`src/hdl/clipped_alpha_blend_blit_unit_macros.svh`:
```
// ---------------------------------------------------------------------------
// clipped alpha blend blit unit: assertion macros
// shared property forms for the blit unit checks
// ---------------------------------------------------------------------------
`ifndef CLIPPED_ALPHA_BLEND_BLIT_UNIT_MACROS_SVH
`define CLIPPED_ALPHA_BLEND_BLIT_UNIT_MACROS_SVH

// same-cycle implication, checked out of reset
`define CABB_ASSERT_IMP(label, ante, cons) \
  label: assert property (@(posedge clk) disable iff (!rst_n) (ante) |-> (cons)) \
    else $error("cabb implication check failed");

// next-cycle implication, checked out of reset
`define CABB_ASSERT_NXT(label, ante, cons) \
  label: assert property (@(posedge clk) disable iff (!rst_n) (ante) |=> (cons)) \
    else $error("cabb next-cycle check failed");

`endif

```
`src/hdl/cabb_pkg.sv`:
```
`timescale 1ns / 1ps
// ---------------------------------------------------------------------------
// cabb_pkg
// types, register codes and helpers shared by the blit unit modules
// ---------------------------------------------------------------------------
package cabb_pkg;

  // config register indexes (byte address = 4 * index)
  localparam logic [2:0] REG_SCREEN_W = 3'd0;
  localparam logic [2:0] REG_SCREEN_H = 3'd1;
  localparam logic [2:0] REG_IMAGE_W  = 3'd2;
  localparam logic [2:0] REG_IMAGE_H  = 3'd3;
  localparam logic [2:0] REG_PLACE_X  = 3'd4;
  localparam logic [2:0] REG_PLACE_Y  = 3'd5;

  localparam int CoordW = 13;
  localparam int IdxW   = 24;

  typedef logic [CoordW-1:0] coord_t;
  typedef logic [IdxW-1:0]   idx_t;

  // clipped window, as seen by the blit state logic
  typedef struct packed {
    logic   empty;
    coord_t left;
    coord_t top;
    coord_t right;
    coord_t bottom;
    idx_t   first_idx;
  } clip_t;

  // dimension register limited to the maximum dimension
  function automatic logic [13:0] dim_clamp(input coord_t v, input logic [13:0] lim);
    logic [13:0] ext;
    ext = {1'b0, v};
    return (ext > lim) ? lim : ext;
  endfunction

endpackage

```
`src/hdl/cabb_clip.sv`:
```
`timescale 1ns / 1ps
// ---------------------------------------------------------------------------
// cabb_clip
// clips the placed image against the screen and finds the first source index
// ---------------------------------------------------------------------------
module cabb_clip #(
  parameter int MAX_DIM = 4096
) (
  input  cabb_pkg::coord_t    screen_width,
  input  cabb_pkg::coord_t    screen_height,
  input  cabb_pkg::coord_t    image_width,
  input  cabb_pkg::coord_t    image_height,
  input  logic signed [13:0]  place_x,
  input  logic signed [13:0]  place_y,
  output cabb_pkg::clip_t     clip
);
  import cabb_pkg::*;

  localparam logic [13:0] DimLim = 14'(MAX_DIM);

  logic [13:0]        iw, ih, sw, sh;
  logic signed [15:0] maxx, maxy, maxx_c, maxy_c;
  logic signed [15:0] minx_c, miny_c;
  logic [13:0]        offx;
  logic signed [15:0] row_s;
  logic [26:0]        row_prod;

  // clamp dimensions
  assign iw = dim_clamp(image_width, DimLim);
  assign ih = dim_clamp(image_height, DimLim);
  assign sw = dim_clamp(screen_width, DimLim);
  assign sh = dim_clamp(screen_height, DimLim);

  // raw extents, then clip to the screen
  always_comb begin
    maxx   = 16'(place_x) + $signed({2'b00, iw});
    maxy   = 16'(place_y) + $signed({2'b00, ih});
    minx_c = place_x[13] ? 16'sd0 : 16'(place_x);
    miny_c = place_y[13] ? 16'sd0 : 16'(place_y);
    offx   = place_x[13] ? 14'(-place_x) : 14'd0;
    maxx_c = (maxx > $signed({2'b00, sw})) ? $signed({2'b00, sw}) : maxx;
    maxy_c = (maxy > $signed({2'b00, sh})) ? $signed({2'b00, sh}) : maxy;
    // bottom-up source: row of the window top counted from the buffer start
    row_s  = $signed({2'b00, ih}) - 16'sd1 + (place_y[13] ? 16'(place_y) : 16'sd0);
  end

  assign row_prod = iw * row_s[12:0];

  // window result; fields are zero when the window is empty
  always_comb begin
    clip.empty = !((minx_c < maxx_c) && (miny_c < maxy_c));
    if (clip.empty) begin
      clip.left      = '0;
      clip.top       = '0;
      clip.right     = '0;
      clip.bottom    = '0;
      clip.first_idx = '0;
    end else begin
      clip.left      = minx_c[CoordW-1:0];
      clip.top       = miny_c[CoordW-1:0];
      clip.right     = maxx_c[CoordW-1:0];
      clip.bottom    = maxy_c[CoordW-1:0];
      clip.first_idx = row_prod[IdxW-1:0] + {10'b0, offx};
    end
  end

endmodule

```
`src/hdl/cabb_blend.sv`:
```
`timescale 1ns / 1ps
// ---------------------------------------------------------------------------
// cabb_blend
// source-over blend of R, G and B with 8-bit source alpha, alpha out 0xFF
// ---------------------------------------------------------------------------
module cabb_blend (
  input  logic [31:0] src_pixel,
  input  logic [31:0] dst_pixel,
  output logic [31:0] pixel_out
);
  import cabb_pkg::*;

  // round(a*s + (255-a)*d) / 255, done as floor((sum + 127) / 255)
  // the divide is a multiply by 0x8081 (shift-add) and a shift by 23
  function automatic logic [7:0] mix(input logic [7:0] a, input logic [7:0] s,
                                     input logic [7:0] d);
    logic signed [8:0]  diff;
    logic signed [17:0] prod;
    logic signed [17:0] sum;
    logic [16:0]        t;
    logic [32:0]        q;
    diff = $signed({1'b0, s}) - $signed({1'b0, d});
    prod = $signed({1'b0, a}) * diff;
    sum  = $signed({2'b00, d, 8'h00}) - $signed({10'b0, d}) + prod;
    t    = 17'(sum[15:0]) + 17'd127;
    q    = {16'b0, t} + {9'b0, t, 7'b0} + {1'b0, t, 15'b0};
    return q[30:23];
  endfunction

  logic [7:0] alpha;

  assign alpha = src_pixel[31:24];

  // per-channel blend, alpha byte forced opaque
  always_comb begin
    pixel_out[31:24] = 8'hFF;
    for (int c = 0; c < 3; c++) begin
      pixel_out[8*c +: 8] = mix(alpha, src_pixel[8*c +: 8], dst_pixel[8*c +: 8]);
    end
  end

endmodule

```
`src/hdl/clipped_alpha_blend_blit_unit.sv`:
```
`timescale 1ns / 1ps
// ---------------------------------------------------------------------------
// clipped_alpha_blend_blit_unit
// places a bottom-up 32-bit image on a screen, clipped, and blends pixels
// ---------------------------------------------------------------------------
// The unit takes one beat per clock while the output is not stalled and
// returns one result beat for each input beat, held in the input register
// and then, past the clip/blend logic, in the result register. An
// open-window beat (op 0) clips the placed image to the screen and reports
// the window and first source index; each pixel beat (op 1) taken while a
// window is open blends one source/destination pair in raster order and
// reports its coordinates and source index. Back pressure on the output
// stalls both stages; input ready drops only when the input register is
// full and the result register cannot drain. The user must write registers
// over the APB-style port only while no beat is in flight; not enforced.
// ---------------------------------------------------------------------------
`include "clipped_alpha_blend_blit_unit_macros.svh"

module clipped_alpha_blend_blit_unit #(
  parameter int MAX_DIM = 4096
) (
  input  logic         clk,
  input  logic         rst_n,
  // input stream
  input  logic         in_tvalid,
  output logic         in_tready,
  input  logic [63:0]  in_tdata,   // [31:0] src_pixel, [63:32] dst_pixel
  input  logic         in_tuser,   // [0] op
  // result stream
  output logic         out_tvalid,
  input  logic         out_tready,
  // [31:0] pixel_out, [44:32] dest_x, [57:45] dest_y, [70:58] dest_end_x,
  // [83:71] dest_end_y, [107:84] source_index, [111:108] zero
  output logic [111:0] out_tdata,
  output logic         out_tlast,  // last_in_window
  output logic         out_tuser,  // [0] window_empty
  // configuration port
  input  logic         cfg_psel,
  input  logic         cfg_penable,
  input  logic         cfg_pwrite,
  input  logic [4:0]   cfg_paddr,
  input  logic [31:0]  cfg_pwdata,
  output logic [31:0]  cfg_prdata,
  output logic         cfg_pready
);
  import cabb_pkg::*;

  localparam logic [13:0] DimLim = 14'(MAX_DIM);

  // config registers
  coord_t             screen_width_r, screen_height_r, image_width_r, image_height_r;
  logic signed [13:0] place_x_r, place_y_r;
  logic               cfg_wr;
  logic [2:0]         cfg_idx;

  // blit state
  coord_t window_left_r, window_right_r, window_bottom_r;
  coord_t cursor_x_r, cursor_y_r;
  idx_t   row_source_start_r;
  logic   blit_open_r;
  coord_t window_left_nxt, window_right_nxt, window_bottom_nxt;
  coord_t cursor_x_nxt, cursor_y_nxt;
  idx_t   row_source_start_nxt;
  logic   blit_open_nxt;

  // input register
  logic        s1_valid_r, s1_valid_nxt;
  logic        s1_op_r;
  logic [31:0] s1_src_r, s1_dst_r;

  // result register
  logic        out_valid_r, out_valid_nxt;
  logic [31:0] res_pixel_r, res_pixel_nxt;
  coord_t      res_x_r, res_x_nxt, res_y_r, res_y_nxt;
  coord_t      res_ex_r, res_ex_nxt, res_ey_r, res_ey_nxt;
  idx_t        res_idx_r, res_idx_nxt;
  logic        res_last_r, res_last_nxt;
  logic        res_empty_r, res_empty_nxt;

  logic        adv;
  logic        fire;
  clip_t       clip;
  logic [31:0] blend_pix;
  logic        row_end, last_px;
  logic [13:0] iw_dim;

  // configuration write and read
  assign cfg_pready = 1'b1;
  assign cfg_idx    = cfg_paddr[4:2];
  assign cfg_wr     = cfg_psel && cfg_penable && cfg_pwrite && cfg_pready;

  always_ff @(posedge clk) begin
    if (!rst_n) begin
      screen_width_r  <= '0;
      screen_height_r <= '0;
      image_width_r   <= '0;
      image_height_r  <= '0;
      place_x_r       <= '0;
      place_y_r       <= '0;
    end else if (cfg_wr) begin
      unique case (cfg_idx)
        REG_SCREEN_W: screen_width_r  <= cfg_pwdata[CoordW-1:0];
        REG_SCREEN_H: screen_height_r <= cfg_pwdata[CoordW-1:0];
        REG_IMAGE_W:  image_width_r   <= cfg_pwdata[CoordW-1:0];
        REG_IMAGE_H:  image_height_r  <= cfg_pwdata[CoordW-1:0];
        REG_PLACE_X:  place_x_r       <= $signed(cfg_pwdata[13:0]);
        REG_PLACE_Y:  place_y_r       <= $signed(cfg_pwdata[13:0]);
        default: ;
      endcase
    end
  end

  always_comb begin
    unique case (cfg_idx)
      REG_SCREEN_W: cfg_prdata = {19'b0, screen_width_r};
      REG_SCREEN_H: cfg_prdata = {19'b0, screen_height_r};
      REG_IMAGE_W:  cfg_prdata = {19'b0, image_width_r};
      REG_IMAGE_H:  cfg_prdata = {19'b0, image_height_r};
      REG_PLACE_X:  cfg_prdata = {18'b0, place_x_r};
      REG_PLACE_Y:  cfg_prdata = {18'b0, place_y_r};
      default:      cfg_prdata = '0;
    endcase
  end

  // pipeline flow control
  assign adv       = !out_valid_r || out_tready;
  assign in_tready = !s1_valid_r || adv;
  assign fire      = s1_valid_r && adv;

  always_comb begin
    s1_valid_nxt  = in_tready ? in_tvalid : s1_valid_r;
    out_valid_nxt = adv ? s1_valid_r : out_valid_r;
  end

  // input register
  always_ff @(posedge clk) begin
    if (!rst_n) begin
      s1_valid_r <= 1'b0;
    end else begin
      s1_valid_r <= s1_valid_nxt;
    end
    if (in_tvalid && in_tready) begin
      s1_op_r  <= in_tuser;
      s1_src_r <= in_tdata[31:0];
      s1_dst_r <= in_tdata[63:32];
    end
  end

  // window clipping and pixel blend
  cabb_clip #(
    .MAX_DIM(MAX_DIM)
  ) u_clip (
    .screen_width (screen_width_r),
    .screen_height(screen_height_r),
    .image_width  (image_width_r),
    .image_height (image_height_r),
    .place_x      (place_x_r),
    .place_y      (place_y_r),
    .clip         (clip)
  );

  cabb_blend u_blend (
    .src_pixel(s1_src_r),
    .dst_pixel(s1_dst_r),
    .pixel_out(blend_pix)
  );

  // cursor position within the window
  assign iw_dim  = dim_clamp(image_width_r, DimLim);
  assign row_end = ({1'b0, cursor_x_r} + 14'd1) >= {1'b0, window_right_r};
  assign last_px = row_end && (({1'b0, cursor_y_r} + 14'd1) >= {1'b0, window_bottom_r});

  // state update and result for the beat in the input register
  always_comb begin
    window_left_nxt      = window_left_r;
    window_right_nxt     = window_right_r;
    window_bottom_nxt    = window_bottom_r;
    cursor_x_nxt         = cursor_x_r;
    cursor_y_nxt         = cursor_y_r;
    row_source_start_nxt = row_source_start_r;
    blit_open_nxt        = blit_open_r;

    res_pixel_nxt = s1_dst_r;
    res_x_nxt     = '0;
    res_y_nxt     = '0;
    res_ex_nxt    = '0;
    res_ey_nxt    = '0;
    res_idx_nxt   = '0;
    res_last_nxt  = 1'b0;
    res_empty_nxt = 1'b1;

    if (!s1_op_r) begin
      // open a blit window
      res_empty_nxt = clip.empty;
      res_x_nxt     = clip.left;
      res_y_nxt     = clip.top;
      res_ex_nxt    = clip.right;
      res_ey_nxt    = clip.bottom;
      res_idx_nxt   = clip.first_idx;
      blit_open_nxt = !clip.empty;
      if (!clip.empty) begin
        window_left_nxt      = clip.left;
        window_right_nxt     = clip.right;
        window_bottom_nxt    = clip.bottom;
        cursor_x_nxt         = clip.left;
        cursor_y_nxt         = clip.top;
        row_source_start_nxt = clip.first_idx;
      end
    end else if (blit_open_r) begin
      // blend one pixel pair and step the cursor
      res_pixel_nxt = blend_pix;
      res_empty_nxt = 1'b0;
      res_x_nxt     = cursor_x_r;
      res_y_nxt     = cursor_y_r;
      res_ex_nxt    = window_right_r;
      res_ey_nxt    = window_bottom_r;
      res_idx_nxt   = row_source_start_r + {11'b0, cursor_x_r - window_left_r};
      res_last_nxt  = last_px;
      if (last_px) begin
        blit_open_nxt = 1'b0;
      end else if (row_end) begin
        cursor_x_nxt         = window_left_r;
        cursor_y_nxt         = cursor_y_r + 13'd1;
        row_source_start_nxt = row_source_start_r - {10'b0, iw_dim};
      end else begin
        cursor_x_nxt = cursor_x_r + 13'd1;
      end
    end
  end

  // blit state registers
  always_ff @(posedge clk) begin
    if (!rst_n) begin
      window_left_r      <= '0;
      window_right_r     <= '0;
      window_bottom_r    <= '0;
      cursor_x_r         <= '0;
      cursor_y_r         <= '0;
      row_source_start_r <= '0;
      blit_open_r        <= 1'b0;
    end else if (fire) begin
      window_left_r      <= window_left_nxt;
      window_right_r     <= window_right_nxt;
      window_bottom_r    <= window_bottom_nxt;
      cursor_x_r         <= cursor_x_nxt;
      cursor_y_r         <= cursor_y_nxt;
      row_source_start_r <= row_source_start_nxt;
      blit_open_r        <= blit_open_nxt;
    end
  end

  // result register
  always_ff @(posedge clk) begin
    if (!rst_n) begin
      out_valid_r <= 1'b0;
    end else begin
      out_valid_r <= out_valid_nxt;
    end
    if (fire) begin
      res_pixel_r <= res_pixel_nxt;
      res_x_r     <= res_x_nxt;
      res_y_r     <= res_y_nxt;
      res_ex_r    <= res_ex_nxt;
      res_ey_r    <= res_ey_nxt;
      res_idx_r   <= res_idx_nxt;
      res_last_r  <= res_last_nxt;
      res_empty_r <= res_empty_nxt;
    end
  end

  assign out_tvalid = out_valid_r;
  assign out_tdata  = {4'b0, res_idx_r, res_ey_r, res_ex_r, res_y_r, res_x_r, res_pixel_r};
  assign out_tlast  = res_last_r;
  assign out_tuser  = res_empty_r;

  // checks
  `CABB_ASSERT_IMP(a_cursor_in_window, blit_open_r, (cursor_x_r < window_right_r) && (cursor_y_r < window_bottom_r))
  `CABB_ASSERT_NXT(a_close_after_last, fire && s1_op_r && blit_open_r && last_px, !blit_open_r)
  `CABB_ASSERT_IMP(a_last_not_empty, out_valid_r && res_last_r, !res_empty_r && (res_pixel_r[31:24] == 8'hFF))

endmodule
```
`config.mk`:
```
export PLATFORM = sky130hd
export DESIGN_NAME = clipped_alpha_blend_blit_unit
export DESIGN_NICKNAME = d
export VERILOG_FILES = /design/src/hdl/cabb_pkg.sv /design/src/hdl/cabb_clip.sv /design/src/hdl/cabb_blend.sv /design/src/hdl/clipped_alpha_blend_blit_unit.sv
export VERILOG_INCLUDE_DIRS = /design/src /design/src/hdl
export SDC_FILE = /design/constraint.sdc
export NUM_CORES = 2
export LEC_CHECK = 0
export ABC_AREA = 1
export ABC_CLOCK_PERIOD_IN_PS = 19500
export BUFFER_PORTS_ARGS = -buffer_cell sky130_fd_sc_hd__buf_2
export CORE_ASPECT_RATIO = 1.4
export CORE_MARGIN = 4
export CORE_UTILIZATION = 47
export DETAILED_ROUTE_END_ITERATION = 8
export HOLD_SLACK_MARGIN = 0.12
export PLACE_DENSITY_LB_ADDON = 0.25
export SLEW_MARGIN = 0
export SYNTH_ARGS = -nofsm -noshare
export SYNTH_HDL_FRONTEND = slang
export SYNTH_SLANG_ARGS = --single-unit
```
`constraint.sdc`:
```
create_clock -name clk -period 19.5 [get_ports clk]
set_clock_uncertainty 0.1 [all_clocks]
set_input_delay 3.9 -clock clk [delete_from_list [all_inputs] [get_ports clk]]
set_output_delay 3.9 -clock clk [all_outputs]
set_load 0.02 [all_outputs]
```
# ---- After elaboration in Yosys (flattened, before gate mapping)
# Cells that the tools add are included.
dict set report totals {
  ff_bits 347
  latchBits 0
  ramBits 0
  romBits 0
  input_bits 109
  output_inout_bits 149
  elab_cells 147
  memories 0
}
dict set report op_classes {
  add_sub_neg 31
  n_mul 4
  n_div 0
  magnitude_cmp 10
  eq_ne 8
  n_shift 0
  muxes 44
  bitwise 1
  reduce_logical 23
}
# cell n
set ops {}
lappend ops {{13-bit two-way mux} 25}
lappend ops {{24-bit two-way mux} 7}
lappend ops {{31-bit adder} 3}
lappend ops {{14-bit case mux with 6 select lines} 1}
lappend ops {{76-bit two-way mux} 1}
lappend ops {{17-bit by 24-bit adder with 25-bit output} 3}
lappend ops {{32-bit two-way mux} 2}
lappend ops {{13-bit greater-than comparator (second input constant)} 4}
lappend ops {{16-bit by 7-bit adder with 17-bit output (second input constant)} 3}
lappend ops {{16-bit adder} 3}
lappend ops {{9-bit by 9-bit multiplier with 16-bit output} 3}
lappend ops {{16-bit by 8-bit subtractor with 16-bit output} 3}
lappend ops {{16-bit by 15-bit greater-than comparator with 1-bit output} 2}
lappend ops {{16-bit less-than comparator} 2}
lappend ops {{16-bit two-way mux} 2}
lappend ops {{14-bit by 14-bit adder with 15-bit output} 2}
lappend ops {{13-bit by 1-bit adder with 14-bit output (second input constant)} 2}
lappend ops {{14-bit by 13-bit >= comparator with 1-bit output} 2}
lappend ops {{8-bit by 8-bit subtractor with 9-bit output} 3}
lappend ops {{13-bit by 1-bit adder with 13-bit output (second input constant)} 2}
lappend ops {{24-bit by 13-bit adder with 24-bit output} 1}
lappend ops {{24-bit by 14-bit adder with 24-bit output} 1}
lappend ops {{14-bit by 13-bit multiplier with 24-bit output} 1}
lappend ops {{24-bit by 14-bit subtractor with 24-bit output} 1}
lappend ops {{21 further kinds} 42}

# ---- Logic depth before layout (Yosys ltp)
dict set report logic_depth {
  word_depth 10
  ltp_mapped 63
  ltp_nobuf 63
}

# ---- Cells and area by module
# Synthesis repeated with hierarchy kept, for this count alone.
dict set report hier_totals {
  hier_cells 5888
  hier_area_um2 42261.8
}
# module n_inst cells_each area_each_um2 seq_area_each_um2
set by_module_without_submodules {}
lappend by_module_without_submodules {clipped_alpha_blend_blit_unit 1 2194 17554.3 8698.3}
lappend by_module_without_submodules {cabb_blend 1 2199 14656.6 0.0}
lappend by_module_without_submodules {cabb_clip 1 1495 10050.9 0.0}

# ---- Least setup slack after synthesis
# No wires, ideal clock.
dict set report synth_timing {
  path_type {register to register}
  startpoint {register s1_dst_r[2]}
  endpoint {register res_pixel_r[4] (data pin)}
  setup_time_ns 0.255
  arrival_time_ns 8.868
  required_ns 19.145
  setup_slack_ns 10.277
  stages_incl_launch_ff 54
  path_buffers 0
  synth_period_minus_slack_ns 9.223
  cell_sequence {edfxtp_1 > inv_1 > ha_1 > nand3b_1 > and2_1 > or2_2 > nand2_1 > a21oi_1 > or2_2 > nand2_1 > a21oi_1 > or2_2 > nand2_1 > inv_1 > nand2_1 > ha_1 > fa_1 > inv_1 > [... 18 more ...] > ha_1 > nand2_1 > o21ai_1 > a21oi_1 > or2_1 > nor3_1 > xor2_1 > ha_1 > a21oi_1 > o21ai_0 > a21oi_1 > nand2_2 > nand2_1 > nand2_1 > nand2_1 > nand2_1 > o21ai_0 > inv_1}
}
dict set report synth_via {
  elab_chain_len 8
  elab_cells_between_ends 9
  cone_classes {add/sub (6); mul (1); mux (2)}
}
# item line_no
set synth_rtl {}
lappend synth_rtl {{start, declared} clipped_alpha_blend_blit_unit.sv:69} ;# logic [31:0] s1_src_r, s1_dst_r;
lappend synth_rtl {{start signal, assigned} clipped_alpha_blend_blit_unit.sv:145} ;# s1_dst_r <= in_tdata[63:32];
lappend synth_rtl {{8-bit by 8-bit subtractor with 9-bit output} cabb_blend.sv:22} ;# diff = $signed({1'b0, s}) - $signed({1'b0, d});
lappend synth_rtl {{9-bit by 9-bit multiplier with 16-bit output} cabb_blend.sv:23} ;# prod = $signed({1'b0, a}) * diff;
lappend synth_rtl {{16-bit adder (*)} cabb_blend.sv:24} ;# sum = $signed({2'b00, d, 8'h00}) - $signed({10'b0, d}) + prod;
lappend synth_rtl {{16-bit by 7-bit adder with 17-bit output (*)} cabb_blend.sv:25} ;# t = 17'(sum[15:0]) + 17'd127;
lappend synth_rtl {{17-bit by 24-bit adder with 25-bit output} cabb_blend.sv:26} ;# q = {16'b0, t} + {9'b0, t, 7'b0} + {1'b0, t, 15'b0};
lappend synth_rtl {{31-bit adder (*)} cabb_blend.sv:26}
lappend synth_rtl {{32-bit two-way mux (*)} clipped_alpha_blend_blit_unit.sv:209} ;# end else if (blit_open_r) begin
lappend synth_rtl {{32-bit two-way mux (*)} clipped_alpha_blend_blit_unit.sv:192} ;# if (!s1_op_r) begin
lappend synth_rtl {{net res_pixel_nxt[4]} clipped_alpha_blend_blit_unit.sv:73} ;# logic [31:0] res_pixel_r, res_pixel_nxt;
lappend synth_rtl {{end signal, assigned} clipped_alpha_blend_blit_unit.sv:260} ;# res_pixel_r <= res_pixel_nxt;
lappend synth_rtl {{end, declared} clipped_alpha_blend_blit_unit.sv:73}
# Mark *: on every way through the listed nets, which the timed path passes. The rest lies on a longest branch.
# A chain may end at the register's enable or synchronous reset.

# ---- Final worst setup path
dict set report layout_timing {
  startpoint {register s1_dst_r[1]}
  endpoint {register res_pixel_r[4] (data pin)}
}
# Same word-level chain as after synthesis.

==> metrics.cfg <==
[outcome]
status=finished clean

[cts]
numCtsBuffers=40
clock_latency_ns=0.62
clockBufferDepth=3
clockRootBuffer=clkbuf_16
ctsResizeCount=0
hold_buffers=0
cts_num_sinks=347
clk_pin_slew_ns=0.07
cts_tree=built
cts_htree_levels=2
postCtsSetupRepairBufs=0

[floorplan]
num_rows=126
core_area_um2=84500
dieWidth_um=255
die_h_um=354
start_util_pct=47.5
io_pins=258
die_area_um2=90200

[yosys]
synth_cell_types=63
synth_area_per_cell_um2=7.42
synth_seq_area_share_pct=21.7
synth_edf_count=175
synth_warnings=0
synthCells=5407
yosys_register_bits=347
synth_area_um2=40100
ys.flop_type=edfxtp_1
async_flop_share_pct=0

[final_layout]
fin_nets=6455
n_fill_cell=8308
drive_gt1_share_pct=7.23
fin_area_um2=43600
area_growth_pct=8.59

[sta]
finalSetupTns_ns=0
tightestPinTransition_ns=1.17
rsz0062_at_grt=no
fmax_mhz=92.5
hold_viol=0
fin_crit_ns=10.81
post-route-period-util_pct=55.5
fin_ws_ns=8.69
maxSlewViolCount=0
slew_headroom_pct=21.5
finalSetupViolCount=0

[setup_path]
crit_top_cell=nand2_1
crit_type=reg2reg
critPathLaunchType=register
path_buf_inv=9
crit_arrival_ns=11.07
critPathCaptureType=register
critPathSlowestCell=edfxtp_1
crit_fanout=7
critPathTopFamily=adder cells
slowest_delay_ns=0.58
critPathRequiredTime_ns=19.76

[detailed_routing]
viasPerCell=5.30
post-route-drc-count=0
dr.first_iter.drc_count=2363
wirelength_mm=120
ant_nets=0
vias=35395
avgRoutedWirePerCell_um=17.9
drt_first_pass_iters=5

[run]
max-cap-violations=0

[global_route]
track_usage_pct=26.4
grt_pass1_wl_mm=188
grt_max_degree=97
antenna_found_initial=3
first_global_vias=35423
grt-ovfl-total=0

[placed_design]
gp_congestion=0.975
dpl.hpwl_mm=95.8
portBuffers=214
placed_area_um2=42100
dpl_worst_slack_ns=8.84

[worst_hold_path]
min_path_type=reg2reg

area by class of cell:
cell class                      count  area (um^2)  share of cell area, %
Multi-Input combinational cell   3829        26600                   61.1
Antenna cell                        1         2.50                0.00574
Clock inverter                     24          338                  0.775
Sequential cell                   347         8700                   20.0
Timing Repair Buffer              249         1340                   3.07
Tap cell                         1088         1360                   3.12
Clock buffer                       50         1100                   2.52
Inverter                         1091         4100                   9.41
sequential cells by signal, summed over array words and instances, names as in the netlist, 14 cells and up:
name                cells
s1_dst_r               32
res_pixel_r            32
s1_src_r               32
res_idx_r              24
place_x_r              14
place_y_r              14
row_source_start_r     24
worst paths after layout:
| path | from | endpoint | slack [ns] | cells past startpoint |
|---|---|---|---|---|
| max | s1_dst_r[1] | res_pixel_r[4] | 8.69 | 55 |
| min | window_right_r[1] | window_right_r[1] | 0.37 | 2 |
| max reg2reg | s1_dst_r[1] | res_pixel_r[4] | 8.69 | 55 |
| min reg2reg | window_right_r[1] | window_right_r[1] | 0.37 | 2 |
per-layer routing:
| metal | part of all wire, % | up-vias | track usage [%] |
|---|---|---|---|
| met4 | 5.8 | 0 | 13.0 |
| li1 | - | 17417 | - |
| met3 | 4.9 | 327 | 3.14 |
| met2 | 51 | 1007 | 48.0 |
| met5 | 0 | - | 0 |
| met1 | 39 | 16644 | 30.4 |
logic make-up (layout without fill, tap and decap cells):
group                      count (synthesis)  after routing  share of synthesized area (%)
AOI/OAI and AO/OA                        821            821                           11.2
xor gates and xnor gates                 162            162                           3.59
adders and majority gates                788            788                           30.3
buffers and inverters                   1255           1414                           12.2
DFF                                      347            347                           21.7
other                                      2             27                         0.0187
and+or+nand+nor                         2032           2032                           21.0
cells in the mapped netlist, types with 13 or more instances:
cell type	count	area, um^2
a211oi_1	15	113
a21oi_1	327	1640
buf_2	21	105
buf_4	24	180
clkbuf_1	102	383
clkinv_1	17	63.8
dfxtp_1	172	3440
edfxtp_1	175	5260
fa_1	307	6150
ha_1	481	6020
inv_1	1070	4020
nand2_1	1114	4180
nand2_2	14	87.6
nand3_1	178	891
nand3b_1	13	97.6
nand4_1	51	319
nor2_1	525	1970
nor3_1	42	210
nor4_1	18	113
o21ai_0	287	1440
o21ai_1	20	100
o22ai_1	80	500
or2_2	43	269
xnor2_1	53	464
xor2_1	107	937
cell usage in the layout (no fill, tap or decap), drive strengths merged, types with 175 or more instances in the layout:
master	n
nor2	530
edfxtp	175
nand2	1133
nand3	182
buf	249
inv	1077
ha	481
a21oi	329
o21ai	309
fa	307
through the flow:
stage,hold WS (ns),std cells,utilization [%]
6_report,0.374,6679,51.6
5_1_grt,0.393,6678,51.6
4_1_cts,0.375,6678,51.6
3_5_place_dp,0.364,6604,49.9
3_3_place_gp,0.352,6604,49.9
2_1_floorplan,0.345,5431,-
worst register-to-register path: cells and delay by family, from the launching register on:
family                   cells  cell delay, ns
AO/OA/AOI/OAI               11            1.65
XOR/XNOR                     1            0.17
adder cells (fa/ha/maj)      9            3.75
buffers and inverters        9            0.88
flip-flops                   1            0.58
AND/OR/NAND/NOR             25            3.40
Power is not shown: default switching activity piles up to over one toggle a cycle in this logic, so the estimate is an artifact.
